==> config.mk <==
export PLATFORM = sky130hd
export DESIGN_NAME = pixel_alpha_blend_format_convert_core
export DESIGN_NICKNAME = d
export VERILOG_FILES = /design/src/hw/rtl/pabfc_pkg.sv /design/src/hw/rtl/pabfc_blend.sv /design/src/hw/rtl/pabfc_pack.sv /design/src/hw/rtl/pixel_alpha_blend_format_convert_core.sv
export VERILOG_INCLUDE_DIRS = /design/src /design/src/hw/rtl
export SDC_FILE = /design/constraint.sdc
export NUM_CORES = 2
export LEC_CHECK = 0
export BUFFER_PORTS_ARGS = -buffer_cell sky130_fd_sc_hd__buf_4
export CAP_MARGIN = 15
export CORE_MARGIN = 4
export CORE_UTILIZATION = 34
export DETAILED_ROUTE_END_ITERATION = 8
export PLACE_DENSITY = 0.6
export SLEW_MARGIN = 20
export SYNTH_ARGS = -nofsm -noshare
export SYNTH_HDL_FRONTEND = slang
export SYNTH_SLANG_ARGS = --single-unit
==> constraint.sdc <==
create_clock -name clock -period 7.5 [get_ports clock]
set_input_delay 0.375 -clock clock [delete_from_list [all_inputs] [get_ports clock]]
set_output_delay 0.375 -clock clock [all_outputs]
set_load 0.01 [all_outputs]
==> src/hw/rtl/assert_macros.svh <==
// Assertion macros shared by the pixel blend RTL
`ifndef ASSERT_MACROS_SVH
`define ASSERT_MACROS_SVH

// Property checked at every rising clock edge outside reset.
`define ASSERT_PROP(label, clk, rst, prop) \
   label: assert property (@(posedge clk) disable iff (rst) prop) \
      else $error("assertion failed");

// Same-cycle implication.
`define ASSERT_IMPLY(label, clk, rst, ante, cons) \
   `ASSERT_PROP(label, clk, rst, ((ante) |-> (cons)))

`endif

==> src/hw/rtl/pabfc_pkg.sv <==
// Shared types, constants and arithmetic helpers for the pixel blend/convert core
package pabfc_pkg;

   localparam int COLOR_W = 24;
   localparam int CHAN_W  = 8;
   localparam int WORD_W  = 32;
   localparam int CSR_W   = 3;

   localparam logic [CSR_W-1:0] CSR_BACKGROUND = 3'd0;
   localparam logic [CSR_W-1:0] CSR_MODE       = 3'd1;
   localparam logic [CSR_W-1:0] CSR_RED_MASK   = 3'd2;
   localparam logic [CSR_W-1:0] CSR_GREEN_MASK = 3'd3;
   localparam logic [CSR_W-1:0] CSR_BLUE_MASK  = 3'd4;

   localparam logic [COLOR_W-1:0] BACKGROUND_RESET = 24'h081018;
   localparam logic [WORD_W-1:0]  RED_MASK_RESET   = 32'h00FF0000;
   localparam logic [WORD_W-1:0]  GREEN_MASK_RESET = 32'h0000FF00;
   localparam logic [WORD_W-1:0]  BLUE_MASK_RESET  = 32'h000000FF;

   typedef struct packed {
      logic       zero;
      logic       full;
      logic [4:0] pos;
      logic [4:0] run;
   } mask_info_type;

   // exact x/255 for x below 65280
   function automatic logic [7:0] div255(input logic [15:0] x);
      logic [16:0] y;
      y = 17'(x) + 17'(x[15:8]) + 17'd1;
      return y[15:8];
   endfunction

   function automatic logic [7:0] mix_channel(input logic [7:0] f, input logic [7:0] b,
                                              input logic [7:0] a);
      logic [15:0] pf;
      logic [15:0] pb;
      logic [15:0] sum;
      pf  = 16'(f) * 16'(a);
      pb  = 16'(b) * 16'(8'd255 - a);
      sum = pf + pb + 16'd127;
      return div255(sum);
   endfunction

   // lowest run of ones: position and width
   function automatic mask_info_type mask_decode(input logic [WORD_W-1:0] mask);
      mask_info_type info;
      logic [WORD_W-1:0] low;
      logic [WORD_W:0]   above;
      logic [5:0]        top_idx;
      low        = mask & (~mask + 32'd1);
      above      = ({1'b0, mask} + {1'b0, low}) & ~{1'b0, mask};
      info.zero  = (mask == '0);
      info.full  = (mask == '1);
      info.pos   = '0;
      top_idx    = '0;
      for (int i = 0; i < WORD_W; i++) begin
         if (low[i]) info.pos = info.pos | 5'(i);
      end
      for (int i = 0; i <= WORD_W; i++) begin
         if (above[i]) top_idx = top_idx | 6'(i);
      end
      info.run = 5'(top_idx - {1'b0, info.pos});
      return info;
   endfunction

endpackage

==> src/hw/rtl/pabfc_blend.sv <==
// Per-channel alpha blend of foreground over background, registered
module pabfc_blend (
   input  logic                            clock,
   input  logic [pabfc_pkg::COLOR_W-1:0]   fg_color,
   input  logic [pabfc_pkg::CHAN_W-1:0]    coverage,
   input  logic [pabfc_pkg::COLOR_W-1:0]   bg_color,
   output logic [pabfc_pkg::COLOR_W-1:0]   mix_color
);
   import pabfc_pkg::*;

   logic [COLOR_W-1:0] mix_in;
   logic [COLOR_W-1:0] mix_ff;

   always_comb begin
      mix_in = '0;
      for (int c = 0; c < 3; c++) begin
         mix_in[c*CHAN_W +: CHAN_W] = mix_channel(fg_color[c*CHAN_W +: CHAN_W],
                                                  bg_color[c*CHAN_W +: CHAN_W], coverage);
      end
   end

   always_ff @(posedge clock) begin
      mix_ff <= mix_in;
   end

   assign mix_color = mix_ff;

endmodule

==> src/hw/rtl/pabfc_pack.sv <==
// Rescales one blended channel to its mask run and places it in the pixel word
module pabfc_pack (
   input  logic                           clock,
   input  logic [pabfc_pkg::CHAN_W-1:0]   mix,
   input  logic [pabfc_pkg::WORD_W-1:0]   mask,
   input  pabfc_pkg::mask_info_type       info,
   output logic [pabfc_pkg::WORD_W-1:0]   pack_word
);
   import pabfc_pkg::*;

   logic [14:0]       w_in;
   logic [14:0]       w_ff;
   logic [6:0]        small_in;
   logic [6:0]        small_ff;
   logic [15:0]       rem;
   logic [7:0]        quot;
   logic [1:0]        k;
   logic [WORD_W-1:0] scaled;

   // v*(2^run-1)/255 = (v<<run%8)*0x..0101 + ((v<<run%8) - v + 127)/255
   always_comb begin
      w_in     = {7'b0, mix} << info.run[2:0];
      rem      = 16'(w_in) - 16'(mix) + 16'd127;
      quot     = div255(rem);
      small_in = quot[6:0];
   end

   always_ff @(posedge clock) begin
      w_ff     <= w_in;
      small_ff <= small_in;
   end

   always_comb begin
      k      = info.run[4:3];
      scaled = {25'b0, small_ff}
             + ((k != 2'd0) ? {17'b0, w_ff} : '0)
             + (k[1] ? {9'b0, w_ff, 8'b0} : '0)
             + ((k == 2'd3) ? {1'b0, w_ff, 16'b0} : '0);
      if (info.zero) begin
         pack_word = '0;
      end else if (info.full) begin
         pack_word = mask;
      end else begin
         pack_word = (scaled << info.pos) & mask;
      end
   end

endmodule

==> src/hw/rtl/pixel_alpha_blend_format_convert_core.sv <==
// Top level: glyph pixel alpha blend and framebuffer format conversion
//
// Usage:
//   Input: drive req_fg_color (RGB888) and req_coverage (8-bit alpha) with
//   start high; a transfer happens at each clock edge where start is high
//   and busy is low. busy is high only during reset, so a new pixel can be
//   taken in every cycle.
//   Output: rsp_strobe is high for one cycle with rsp_pixel_word; the
//   receiver cannot stall, so no backpressure exists.
//   Path: an accepted pixel passes the input register, blend register,
//   rescale register and result register. Throughput: one pixel per clock.
//   Registers via csr_we/csr_addr/csr_wdata: 0 background, 1 bitmask mode,
//   2..4 red/green/blue masks. Write them only while no pixel is in flight.
//   Mask decode happens at write time.
//   Reset: synchronous, clears the pipeline valid bits and restores register defaults.
`include "assert_macros.svh"

module pixel_alpha_blend_format_convert_core (
   input  logic                            clock,
   input  logic                            reset,
   input  logic                            start,
   output logic                            busy,
   input  logic [pabfc_pkg::COLOR_W-1:0]   req_fg_color,
   input  logic [pabfc_pkg::CHAN_W-1:0]    req_coverage,
   output logic                            rsp_strobe,
   output logic [pabfc_pkg::WORD_W-1:0]    rsp_pixel_word,
   input  logic                            csr_we,
   input  logic [pabfc_pkg::CSR_W-1:0]     csr_addr,
   input  logic [pabfc_pkg::WORD_W-1:0]    csr_wdata
);
   import pabfc_pkg::*;

   logic                accept;
   logic [COLOR_W-1:0]  bg_ff;
   logic                use_bitmask_ff;
   logic [WORD_W-1:0]   red_mask_ff;
   logic [WORD_W-1:0]   green_mask_ff;
   logic [WORD_W-1:0]   blue_mask_ff;
   mask_info_type       red_info_ff;
   mask_info_type       green_info_ff;
   mask_info_type       blue_info_ff;
   mask_info_type       wr_info;

   logic [COLOR_W-1:0]  fg_ff;
   logic [CHAN_W-1:0]   cov_ff;
   logic                s0_valid_ff;
   logic                s1_valid_ff;
   logic                s2_valid_ff;
   logic [COLOR_W-1:0]  mix_color;
   logic [COLOR_W-1:0]  mix2_ff;
   logic [WORD_W-1:0]   red_word;
   logic [WORD_W-1:0]   green_word;
   logic [WORD_W-1:0]   blue_word;
   logic [WORD_W-1:0]   rsp_word_in;
   logic [WORD_W-1:0]   rsp_word_ff;
   logic                rsp_strobe_ff;

   assign busy   = reset;
   assign accept = start && !busy;

   assign wr_info = mask_decode(csr_wdata);

   always_ff @(posedge clock) begin
      if (reset) begin
         bg_ff          <= BACKGROUND_RESET;
         use_bitmask_ff <= 1'b0;
         red_mask_ff    <= RED_MASK_RESET;
         green_mask_ff  <= GREEN_MASK_RESET;
         blue_mask_ff   <= BLUE_MASK_RESET;
         red_info_ff    <= mask_decode(RED_MASK_RESET);
         green_info_ff  <= mask_decode(GREEN_MASK_RESET);
         blue_info_ff   <= mask_decode(BLUE_MASK_RESET);
      end else if (csr_we) begin
         case (csr_addr)
            CSR_BACKGROUND: bg_ff <= csr_wdata[COLOR_W-1:0];
            CSR_MODE:       use_bitmask_ff <= csr_wdata[0];
            CSR_RED_MASK: begin
               red_mask_ff <= csr_wdata;
               red_info_ff <= wr_info;
            end
            CSR_GREEN_MASK: begin
               green_mask_ff <= csr_wdata;
               green_info_ff <= wr_info;
            end
            CSR_BLUE_MASK: begin
               blue_mask_ff <= csr_wdata;
               blue_info_ff <= wr_info;
            end
            default: ;
         endcase
      end
   end

   // valid pipeline
   always_ff @(posedge clock) begin
      if (reset) begin
         s0_valid_ff   <= 1'b0;
         s1_valid_ff   <= 1'b0;
         s2_valid_ff   <= 1'b0;
         rsp_strobe_ff <= 1'b0;
      end else begin
         s0_valid_ff   <= accept;
         s1_valid_ff   <= s0_valid_ff;
         s2_valid_ff   <= s1_valid_ff;
         rsp_strobe_ff <= s2_valid_ff;
      end
   end

   always_ff @(posedge clock) begin
      if (accept) begin
         fg_ff  <= req_fg_color;
         cov_ff <= req_coverage;
      end
      mix2_ff     <= mix_color;
      rsp_word_ff <= rsp_word_in;
   end

   pabfc_blend u_blend (
      .clock     (clock),
      .fg_color  (fg_ff),
      .coverage  (cov_ff),
      .bg_color  (bg_ff),
      .mix_color (mix_color)
   );

   pabfc_pack u_pack_red (
      .clock     (clock),
      .mix       (mix_color[23:16]),
      .mask      (red_mask_ff),
      .info      (red_info_ff),
      .pack_word (red_word)
   );

   pabfc_pack u_pack_green (
      .clock     (clock),
      .mix       (mix_color[15:8]),
      .mask      (green_mask_ff),
      .info      (green_info_ff),
      .pack_word (green_word)
   );

   pabfc_pack u_pack_blue (
      .clock     (clock),
      .mix       (mix_color[7:0]),
      .mask      (blue_mask_ff),
      .info      (blue_info_ff),
      .pack_word (blue_word)
   );

   always_comb begin
      if (use_bitmask_ff) begin
         rsp_word_in = red_word | green_word | blue_word;
      end else begin
         rsp_word_in = {8'h00, mix2_ff};
      end
   end

   assign rsp_strobe     = rsp_strobe_ff;
   assign rsp_pixel_word = rsp_word_ff;

   `ASSERT_IMPLY(a_rsp_latency, clock, reset, rsp_strobe, $past(accept, 4))
   `ASSERT_IMPLY(a_direct_top_zero, clock, reset, rsp_strobe && !use_bitmask_ff,
                 rsp_pixel_word[31:24] == 8'h00)
   `ASSERT_IMPLY(a_zero_cov_bg, clock, reset,
                 rsp_strobe && !use_bitmask_ff && $past(req_coverage == 8'h00, 4),
                 rsp_pixel_word[23:0] == bg_ff)
   `ASSERT_IMPLY(a_full_cov_fg, clock, reset,
                 rsp_strobe && !use_bitmask_ff && $past(req_coverage == 8'hFF, 4),
                 rsp_pixel_word[23:0] == $past(req_fg_color, 4))

endmodule
Word level (Yosys, flattened, before mapping)
Cells that the tools add are included.

operators by class
  shifts and indexed selects = 6
  equality and inequality tests = 8
  reductions and logical operators = 18
  add/subtract/negate cells = 37
  multipliers = 6
  bitwise gates (word level) = 9
  mux-type cells = 121

operator list
  kind                                           count
  two-way mux 32 bit                             24
  adder 32 bit                                   6
  two-way mux 12 bit                             15
  two-way mux 5 bit                              32
  two-way mux 24 bit                             6
  AND 32 bit                                     4
  adder 16 x 7 -> 16 bit, second input constant  6
  adder 7 x 32 -> 32 bit                         3
  left shift 32 x 5 -> 32 bit                    3
  two-way mux 31 bit                             3
  two-way mux 23 bit                             3
  two-way mux 4 bit                              16
  OR 32 bit                                      2
  adder 16 x 1 -> 16 bit, second input constant  3
  adder 16 bit                                   3
  adder 16 x 8 -> 16 bit                         3
  multiplier 8 x 16 -> 16 bit                    3
  multiplier 8 x 8 -> 16 bit                     3
  subtractor 15 x 8 -> 16 bit                    3
  adder 15 x 1 -> 15 bit, second input constant  3
  adder 15 x 8 -> 15 bit                         3
  two-way mux 15 bit                             3
  left shift 8 x 3 -> 15 bit                     3
  adder 32 x 32 -> 33 bit                        1
  other kinds (20)                               51

word-level totals
  output and inout port bits = 34
  register bits after elaboration = 339

Longest topological paths before layout
  word-level depth = 42
  depth in mapped cells = 32
  gate-level depth less buffers = 30

Cells and area by module
A second synthesis with hierarchy kept.

unflattened totals
  cell total of the unflattened synthesis = 5,492
  area total of the unflattened synthesis = 44,312.5 um2

modules (own cells, without submodules)
  module                                 times used  sequential area each (um2)  area an instance (um2)  cells each
  pabfc_pack                             3           440.4                       6,154.7                 862
  pabfc_blend                            1           480.5                       15,750.1                1,780
  pixel_alpha_blend_format_convert_core  1           5,305.1                     10,098.4                1,126

Worst setup path before layout
OpenSTA, ideal clock, no wires.

  path type = reg-to-reg
  start = register cov_ff[1]
  end = register u_blend.mix_ff[23], in the netlist u_blend.mix_color[23]
  arrival time = 6.872 ns
  setup slack = 0.500 ns
  path buffers = 2
  required time = 7.372 ns
  period minus slack after synthesis = 7.000 ns
  cell stages (with the launch flop) = 26
  cells stage by stage = edfxtp_1 clkbuf_1 clkbuf_1 nand2_1 fa_1 fa_1 inv_1 fa_1 fa_1 fa_1 inv_1 fa_1 inv_1 ha_1 o41a_1 a41o_1 o41a_1 a21o_1 a21oi_1 xnor2_1 ha_1 a21o_1 a41oi_1 o31ai_1 nor3b_1 xor2_1

on the way
  word-level cells in the longest chain between the ends = 6
  elaborated cells on any way between the ends = 7

ends and longest elaborated chain
  item                         RTL line                                      RTL
  start: declaration           pixel_alpha_blend_format_convert_core.sv:45   logic [CHAN_W-1:0] cov_ff;
  start signal: assignment     pixel_alpha_blend_format_convert_core.sv:112  cov_ff <= req_coverage;
  subtractor 8 x 8 -> 9 bit    pabfc_pkg.sv:40                               pb = 16'(b) * 16'(8'd255 - a);
  multiplier 8 x 16 -> 16 bit  pabfc_pkg.sv:40
  adder 16 bit (*)             pabfc_pkg.sv:41                               sum = pf + pb + 16'd127;
  adder 16 x 7 -> 16 bit (*)   pabfc_pkg.sv:41
  adder 16 x 8 -> 16 bit (*)   pabfc_pkg.sv:30                               y = 17'(x) + 17'(x[15:8]) + 17'd1;
  adder 16 x 1 -> 16 bit (*)   pabfc_pkg.sv:30
  via u_blend.mix_in[23]       pabfc_blend.sv:11                             logic [COLOR_W-1:0] mix_in;
  end signal: assignment       pabfc_blend.sv:23                             mix_ff <= mix_in;
  end: declaration             pabfc_blend.sv:12                             logic [COLOR_W-1:0] mix_ff;

Mark *: on every way through the listed nets, which the timed path passes. The rest lies on a longest branch.
A chain may end at the register's enable or synchronous reset.

Final worst setup path
  start = register cov_ff[4]
  end = register u_blend.mix_ff[23], in the netlist u_blend.mix_color[23]

Same word-level chain as after synthesis.

==> flow_summary.yaml <==
routing:
  drt_iter0_drc: 3255
  dr.pass1.iters: 6
  postRouteAntennaNets: 0
  wl_per_cell_microns: 20.1
  post-route-drc-count: 0
  vias: 36200
  vias_per_cell: 5.44
  wirelength_microns: 134000
finish:
  post-route-util_pct: 37.6
  stdcell_count: 6659
  drive_gt1_share_pct: 6.77
  layout.nets: 5746
  multi_input_area_sq_um: 30400
  fillers: 12300
  seq_area_sq_um: 7110
  syn2layout_area_growth_pct: 9.59
critical_path:
  end_kind: "flip-flop"
  crit_path_max_incr_delay_ps: 570
  worstPathMaxFanout: 48
  rr_worst_depth: 26
  worst_path_most_repeated_cell: "fa_1"
  crit_required_ps: 7990
  r2r_start: "cov_ff[4]$_DFFE_PP_"
  r2r_slack_ps: 280
  timing.rr.end: "u_blend.mix_color[23]$_DFF_P_"
  critPathSlowestCell: "fa_1"
  path_delay_family: "adder cells"
  cp_num_buf_inv: 4
  cp.arrival_ps: 7710
  cp-start-kind: "flip-flop"
  critPathKind: "reg2reg"
clocking:
  cts_buffer_depth: 3
  numCtsBuffers: 42
  clock_sinks: 339
  worstSkewPairLatency_ps: 620
  cts_root_buf: "clkbuf_16"
  htree_levels: 2
  clk_pin_slew_ps: 60
  cts_tree: "done"
floorplanning:
  die_w_microns: 354
  core_region_area_sq_um: 118000
  die_h_microns: 354
  dieArea_sq_um: 125000
  rows: 126
  ioPinCount: 105
  start_util_pct: 34.3
sta:
  worst_pin_slew_ps: 1140
  finClkSkew_ps: 31.3
  setup_ws_ps: 280
  hold_viol: 0
  relSlewSlack_pct: 23.3
  achievable-frequency_ghz: 0.139
  min_period_ps: 7220
  final-setup-viol-count: 0
  min_period_over_period_pct: 96.3
  slew_violations: 0
grt:
  antenna_found_initial: 20
  grt_pass1_wl_microns: 209000
  grt_pass1_vias: 35300
  track_usage_pct: 21.0
  grt_max_degree: 55
  grt_overflow: 0
synthesis:
  avgSynthCellArea_sq_um: 8.05
  syn_inst: 5050
  async_flop_share_pct: 0
  synth_warnings: 0
  synth_top_area_share_pct: 15.6
  yosysSeqAreaShare_pct: 17.5
  yosysTopAreaCell: "fa_1"
  synth_common_cells: "nand2_1, inv_1, ha_1"
  syn_area_sq_um: 40700
  yosysUniqueCellTypes: 109
  synth_ff_type: "dfxtp_1"
  synthMostInstantiatedCell: "nand2_1"
  syn-num-nets: 5777
  synth_seq_cells: 339
  synth_area_leaders: "fa_1, dfxtp_1, ha_1, nand2_1, inv_1"
  synth_edf_count: 32
placement:
  dp_hpwl_microns: 106000
  dpl.cell_count: 6540
  portBuffers: 104
  place_worst_setup_slack_ps: 268
  place_congestion: 0.949
min_path:
  hold_class: "in2reg"
  whs_endpoint: "blue_mask_ff[30]$_SDFFE_PP0P_"
  hold_depth: 3
  min_from: "csr_wdata[30]"
pwr:
  total_power_mw: 17.4
  peakVddDrop_v: 0.000542
  power_density_nw_per_um2: 391
  total_leakage_power_nw: 19.7
flow_run:
  drv_cap: 0
outcome:
  outcome: "completed"
==> through the flow <==
step | cell area, sq um | setup TNS [ps] | hold slack, ps
finish | 44500 | 0 | 78.1
global route | 44500 | -3.19 | 54.2
CTS | 44400 | 0 | 28.9
detailed placement | 42700 | 0 | 384
global placement | 42700 | 0 | 389
floorplan | 40700 | 0 | 351
==> flip-flops by register name, indices dropped and copies added, names as in the netlist, 24 cells and up <==
register and cells:
green_mask_ff 32, red_mask_ff 32, mix2_ff 24, u_blend.mix_color 24, fg_ff 24, rsp_pixel_word 32, blue_mask_ff 32, bg_ff 24
==> layer usage <==
metal / up-vias / share of wire, % / global-route usage, % / wire length [microns]
li1: 17200 / - / - / -
met1: 17600 / 44 / 29.1 / 59600
met2: 1265 / 45 / 33.5 / 60100
met3: 222 / 7.4 / 3.32 / 9960
met4: 6 / 3.2 / 6.24 / 4340
met5: - / 0.028 / 0 / 37
==> cells in the final DEF, fill, tap and decap left out, types with 34 or more instances in the layout <==
| cell | Yosys | routed |
|---|---|---|
| nand2_1 | 565 | 565 |
| inv_1 | 540 | 540 |
| ha_1 | 340 | 340 |
| nor2_1 | 332 | 332 |
| fa_1 | 316 | 316 |
| dfxtp_1 | 307 | 306 |
| a21oi_1 | 296 | 294 |
| o21ai_0 | 229 | 228 |
| nor2b_1 | 183 | 181 |
| and2_1 | 159 | 159 |
| xnor2_1 | 148 | 146 |
| buf_4 | 1 | 146 |
| nand2b_1 | 113 | 113 |
| mux2i_1 | 113 | 113 |
| nand3_1 | 92 | 92 |
| nor3_1 | 90 | 87 |
| a21o_1 | 61 | 61 |
| xor2_1 | 58 | 57 |
| and3_1 | 56 | 56 |
| a31oi_1 | 51 | 49 |
| mux2_2 | 46 | 46 |
| clkbuf_16 | 0 | 45 |
| nand4_1 | 40 | 40 |
| o211ai_1 | 39 | 39 |
| o22ai_1 | 38 | 38 |
| a211oi_1 | 38 | 38 |
| o21a_1 | 34 | 34 |
==> worst register-to-register path: stages, from the launching register on <==
cell and delay (ps):
edfxtp_1 410, buf_12 220, nand2b_1 210, fa_1 540, inv_1 40, ha_1 300, fa_1 570, fa_1 430
fa_1 490, inv_1 50, fa_1 480, inv_1 40, ha_1 310, a21oi_2 190, nor2b_1 80, o41a_1 340
a41o_1 270, o41a_1 340, a21o_1 190, a21oi_1 170, xnor2_1 220, ha_1 370, a21o_1 230, a41oi_1 200
o31ai_2 130, nor3b_2 180, xor2_1 130
==> area by class of cell <==
class | instances | share of cell area (%)
sequential | 339 | 16.0
clock buffer | 54 | 2.65
antenna | 11 | 0.0618
tap | 1600 | 4.49
clock inverter | 19 | 0.444
inverter | 550 | 4.63
multi-input combinational | 3901 | 68.3
timing repair buffer | 185 | 3.47
==> power by group <==
part,internal [mW],switching [mW]
Sequential,2.27,0.356
Combinational,5.37,7.32
Clock,1.19,0.897
==> how the worst max path moves through the flow <==
stage	from	to	slack, ps	cells past startpoint
floorplan	cov_ff[1]$_DFFE_PP_	u_blend.mix_color[23]$_DFF_P_	500	25
global placement	cov_ff[4]$_DFFE_PP_	u_blend.mix_color[23]$_DFF_P_	370	25
detailed placement	cov_ff[4]$_DFFE_PP_	u_blend.mix_color[23]$_DFF_P_	270	25
CTS	cov_ff[4]$_DFFE_PP_	u_blend.mix_color[23]$_DFF_P_	250	25
global route	cov_ff[3]$_DFFE_PP_	u_blend.mix_color[23]$_DFF_P_	-3	26
finish	cov_ff[4]$_DFFE_PP_	u_blend.mix_color[23]$_DFF_P_	280	26
==> repair_timing <==
item                                    in CTS  in global routing
setup buffers                                0                  2
endpoints found under the setup margin       0                 18
hold buffers                                33                  0
gates resized for setup                      0                 12
endpoints found under the hold margin       33                  0
==> logic make-up after synthesis <==
| kind of cell | after synthesis | share of synthesized area, % |
|---|---|---|
| muxes | 168 | 4.56 |
| DFF | 339 | 17.5 |
| and+or+nand+nor | 1763 | 21.5 |
| adders and majority gates | 658 | 26.1 |
| buffers and inverters | 810 | 7.93 |
| AOI/OAI and AO/OA | 1105 | 18.0 |
| xor gates and xnor gates | 207 | 4.49 |
Power figures use the tool's default switching activity.
